**src/ic3_pkg.sv**
```systemverilog
package ic3_pkg;

	// Default build parameters.
	localparam int MAX_WIDTH_DEF    = 2048;
	localparam int MAX_CHANNELS_DEF = 4;
	localparam int COEF_FRAC_DEF    = 8;

	// Fixed kernel geometry and queue size.
	localparam int KERNEL_SIZE = 3;
	localparam int TAP_COUNT   = KERNEL_SIZE * KERNEL_SIZE;
	localparam int OUT_DEPTH   = 8;

	// Configuration register indexes.
	localparam logic [2:0] REG_WIDTH    = 3'd0;
	localparam logic [2:0] REG_HEIGHT   = 3'd1;
	localparam logic [2:0] REG_CHANNELS = 3'd2;
	localparam logic [2:0] REG_KTOP     = 3'd3;
	localparam logic [2:0] REG_KMID     = 3'd4;
	localparam logic [2:0] REG_KBOT     = 3'd5;

	// Register reset values.
	localparam logic [11:0] WIDTH_RST    = 12'd640;
	localparam logic [15:0] HEIGHT_RST   = 16'd480;
	localparam logic [2:0]  CHANNELS_RST = 3'd3;
	localparam logic [47:0] KTOP_RST     = 48'd0;
	localparam logic [47:0] KMID_RST     = 48'd16777216;
	localparam logic [47:0] KBOT_RST     = 48'd0;

	// Input pixel.
	typedef struct packed {
		logic [7:0] chan_a;
		logic [7:0] chan_b;
		logic [7:0] chan_c;
		logic [7:0] chan_d;
	} pix_t;

	// Filtered result.
	typedef struct packed {
		logic [15:0] out_row;
		logic [10:0] out_col;
		logic [7:0]  res_a;
		logic [7:0]  res_b;
		logic [7:0]  res_c;
		logic [7:0]  res_d;
		logic        run_last;
	} res_t;

	// One convolution request from the window sequencer.
	typedef struct packed {
		logic        valid;
		logic        dv;
		logic        dh;
		logic [15:0] row;
		logic [10:0] col;
		logic        last;
	} iss_t;

endpackage

```
**src/ic3_fifo.sv**
```systemverilog
module ic3_fifo import ic3_pkg::*; #(
	parameter int DEPTH = OUT_DEPTH,
	localparam int AW = $clog2(DEPTH),
	localparam int NW = $clog2(DEPTH + 1)
) (
	input  logic          clk,
	input  logic          arst_n,
	input  logic          push,
	input  res_t          din,
	input  logic          pop,
	output res_t          dout,
	output logic [NW-1:0] count
);

	res_t          slot_q [DEPTH];
	logic [AW-1:0] wr_q;
	logic [AW-1:0] rd_q;

	// Pointers and fill count.
	always_ff @(posedge clk or negedge arst_n) begin
		if (!arst_n) begin
			wr_q  <= '0;
			rd_q  <= '0;
			count <= '0;
		end else begin
			if (push) begin
				wr_q <= (32'(wr_q) == DEPTH - 1) ? '0 : wr_q + 1'b1;
			end
			if (pop) begin
				rd_q <= (32'(rd_q) == DEPTH - 1) ? '0 : rd_q + 1'b1;
			end
			count <= count + NW'(push) - NW'(pop);
		end
	end

	always_ff @(posedge clk) begin
		if (push) begin
			slot_q[wr_q] <= din;
		end
	end

	assign dout = slot_q[rd_q];

endmodule

```
**config.mk**
```make
export PLATFORM = sky130hd
export DESIGN_NAME = ic3_fifo
export DESIGN_NICKNAME = d
export VERILOG_FILES = /design/src/ic3_pkg.sv /design/src/ic3_fifo.sv
export SDC_FILE = /design/constraint.sdc
export NUM_CORES = 1
export LEC_CHECK = 0
export BUFFER_PORTS_ARGS = -buffer_cell sky130_fd_sc_hd__buf_2
export CORE_MARGIN = 8
export CORE_UTILIZATION = 60
export DETAILED_ROUTE_END_ITERATION = 8
export GPL_ROUTABILITY_DRIVEN = 0
export MAX_ROUTING_LAYER = met4
export PLACE_DENSITY = 0.84
export SLEW_MARGIN = 10
export SYNTH_ARGS = -nofsm -noshare
export SYNTH_HDL_FRONTEND = slang
export SYNTH_SLANG_ARGS = --single-unit
```
**constraint.sdc**
```tcl
create_clock -name clk -period 13.15 [get_ports clk]
set_clock_uncertainty 0.05 [all_clocks]
set_input_delay 1.9725 -clock clk [delete_from_list [all_inputs] [get_ports clk]]
set_output_delay 1.9725 -clock clk [all_outputs]
set_load 0.1 [all_outputs]
```
# Word-level counts from Yosys, hierarchy flattened
# Memories as Yosys holds them, arrays and structs flattened.
# Cells that the tools add are included.
[word_totals]
ff_bits = 10
ramBits = 480
out_inout_bits = 64
n_memories = 1
[classes]
addsub = 4
n_eq_ne = 2
muxes = 4
[mem_list]
columns = ["memory", "words", "width", "rd", "rd_clocked_by_memory_dff", "write_ports", "line", "text"]
rows = [
  ["slot_q", 8, 60, 1, 0, 1, "ic3_fifo.sv:15", "res_t slot_q [DEPTH];"],
]
[op_table]
columns = ["operator", "n"]
rows = [
  ["adder 3 x 1 -> 3 bit (second input constant)", 2],
  ["equality test 3 bit (second input constant)", 2],
  ["2-to-1 mux 3 bit", 2],
  ["adder 4 x 1 -> 4 bit", 1],
  ["subtractor 4 x 1 -> 4 bit", 1],
  ["2-to-1 mux 1 bit", 2],
]

# Logic depth before layout (Yosys ltp)
[depth]
depth_word = 2
depth_mapped = 7
ltp_nobuf = 7

# Worst setup path after synthesis
# Ideal clock, no wire load.
[synth_path]
path_kind = "input-to-reg"
from = "input port push"
to = "memory slot_q[0][0] (netlist bit) (enable)"
setup_ns = 0.552
arrival_ns = 6.150
slack_ns = 6.399
cell_stages = 2
n_path_buf = 0
path_cell_list = "nand2b_1 nor3_1"
[synth_via]
elab_chain_cells = 2
[synth_lines]
columns = ["item", "line", "text"]
rows = [
  ["from (decl)", "ic3_fifo.sv:8", "input logic push,"],
  ["2-to-1 mux 1 bit", "ic3_fifo.sv:37", "if (push) begin"],
  ["2-to-1 mux 1 bit (not written as such)", "ic3_fifo.sv:38", "slot_q[wr_q] <= din;"],
  ["to (decl)", "ic3_fifo.sv:15", ""],
]
# Every way passes these cells.

==> impl_metrics.tcl <==
set metrics [dict create \
    whs_path_depth 1 \
    drv_slew 0 \
    endpoint_kind "output port" \
    wl_per_cell_um 25.2 \
    max_stage_delay_ns 0.88 \
    r2r_start "wr_q[2]" \
    crit_top_cell "nand2_1" \
    cts_buffers 46 \
    cts_tree "yes" \
    insertion_delay_ns 0.53 \
    slowest_stage "dfrtp_4" \
    port_buffers 127 \
    initial_utilization 0.609 \
    fill_cells 1889 \
    first_pass_iters 5 \
    antenna_left 0 \
    crit_chain "buf_4 > mux4_2 > nand2_1 > nand2_1 > buf_2" \
    clockBufferDepth 3 \
    fin_cells 1458 \
    crit_path_start_kind "flop" \
    finalSetupViolCount 0 \
    ys_ff_latch 490 \
    area_growth_pct 13.5 \
    syn_nets 947 \
    critPathArrivalTime_ns 3.47 \
    dp_cells 1372 \
    cts_setup_buffers 0 \
    r2r_cells 3 \
    track_usage 0.207 \
    timing.final.crit_share 0.417 \
    rsz0062_at_grt "false" \
    finalCriticalPeriod_ns 5.49 \
    routed_wl_um 36700 \
    syn_inst 874 \
    clk_pin_slew_ns 0.06 \
    drive_gt1_frac 0.319 \
    die_area_mm2 0.0369 \
    die_h_um 192 \
    cts-root-buf "clkbuf_16" \
    critPathKind "flop to output port" \
    core_area_mm2 0.0306 \
    viasPerCell 5.95 \
    reg2reg_slack_ns 10.49 \
    crit_fanout 50 \
    vias 8672 \
    holdBufCountCts 0 \
    nets 1097 \
    cp-startpoint "rd_q[0]" \
    timing.fmax_mhz 182 \
    die_w_um 192 \
    synth.distinct_cells 23 \
    cp-endpoint "dout[8]" \
    h-tree-depth 2 \
    drtIter0Drc 672 \
    reg2reg_to "slot_q[1][54]" \
    syn-cell-area_mm2 0.0186 \
    ios 128 \
    cap_violations 0 \
    grt_pass1_wl_um 54800 \
    worst_slew_pin_slew_ns 1.10 \
    synth_top_area_cell "edfxtp_1" \
    first_global_vias 9212 \
    hold_violations 0 \
    status "finished, final reports clean" \
    grt_max_degree 75 \
    ys_seq_area_frac 0.788 \
    yosys_most_used_dff "edfxtp_1" \
    yosysWarnings 0 \
    dp_hpwl_um 19300 \
    synth-edff-count 480 \
    cts.repair.resized 0 \
    ys_top_cells_by_area "edfxtp_1 77%, mux4_2 15%, nand2_1 3.7%, dfrtp_1 1.3%, buf_6 0.60%" \
    drc 0 \
    slew_headroom 0.269 \
    num_rows 64 \
    netlist.area_leader.share 0.774 \
    cts.sinks 490 \
    stdcell_area_mm2 0.0211 \
    avgSynthCellArea_um2 21.3 \
    hold_path.class "flop to flop" \
    yosysMostFrequentCell "edfxtp_1" \
    async_flop_share 0.0204 \
    dpl_cell_area_mm2 0.0197 \
    fin_setup_tns_ns 0 \
    antenna_found_initial 5 \
    grt-ovfl-total 0 \
    ys_top_cells_by_count "480 x edfxtp_1, 183 x nand2_1, 120 x mux4_2" \
    worstPathRequired_ns 11.13 \
]
-- placed cells by master (no fill, tap or decap), drive strengths merged --
cell type    n
edfxtp     480
nand2      183
buf        142
mux4       120
clkbuf      61
clkinv      15
dfrtp       10
ha           8
inv          8
nor2         8
diode        5
mux2         4
bufinv       4
xnor2        2
nand2b       2
nor3         2
nand3b       2
o21ai        2
a21o         1
a21oi        1
xor2         1
fa           1
-- per-layer routing --
| metal | track usage | wire, um |
|---|---|---|
| met2 | 0.354 | 19100 |
| met3 | 0.0379 | 2170 |
| met1 | 0.257 | 14700 |
| met4 | 0.0482 | 693 |
| met5 | - | 0 |
-- logic make-up after synthesis --
group / share of synthesized area
adder cells (fa/ha/maj): 0.00645
XOR/XNOR: 0.00141
AO/OA/AOI/OAI: 0.00121
flip-flops: 0.788
AND/OR/NAND/NOR: 0.0405
buffers and inverters: 0.0150
multiplexers: 0.148
-- state kept, by name (all words and copies together), names as in the netlist --
signal  cells
slot_q    480
count       4
rd_q        3
wr_q        3
-- cell type report --
type	instances	area [um2]	area share
Sequential cell	490	14700	0.694
Clock inverter	20	190	0.00900
Inverter	7	26.3	0.00124
Multi-Input combinational cell	337	3730	0.176
Clock buffer	61	1260	0.0596
Timing Repair Buffer	142	748	0.0354
Antenna cell	5	12.5	0.000592
Tap cell	396	495	0.0234
-- through the flow --
step	util	worst slack [ns]	hold slack, ns
2_1_floorplan	-	6.40	0.474
6_report	0.691	7.66	0.509
3_5_place_dp	0.643	8.15	0.498
4_1_cts	0.690	7.53	0.512
5_1_grt	0.691	7.33	0.560
3_3_place_gp	0.643	8.15	0.492
-- worst min-delay path by stage --
| stage | start | endpoint | slack (ns) |
|---|---|---|---|
| floorplan | wr_q[2] | wr_q[2] | 0.47 |
| global placement | wr_q[2] | wr_q[2] | 0.49 |
| detailed placement | wr_q[2] | wr_q[2] | 0.50 |
| CTS | wr_q[2] | wr_q[2] | 0.51 |
| global route | wr_q[2] | wr_q[2] | 0.56 |
| finish | wr_q[2] | wr_q[2] | 0.51 |
-- critical path: cells and delay by family, from the launching register on --
family | cells | cell delay, ns
DFF | 1 | 0.88
buffers and inverters | 2 | 1.16
and+or+nand+nor | 2 | 0.17
muxes | 1 | 0.65
Power is left out: the tool's default activity adds up to more than one toggle a clock period on the data nets, which glitch-free logic cannot reach.
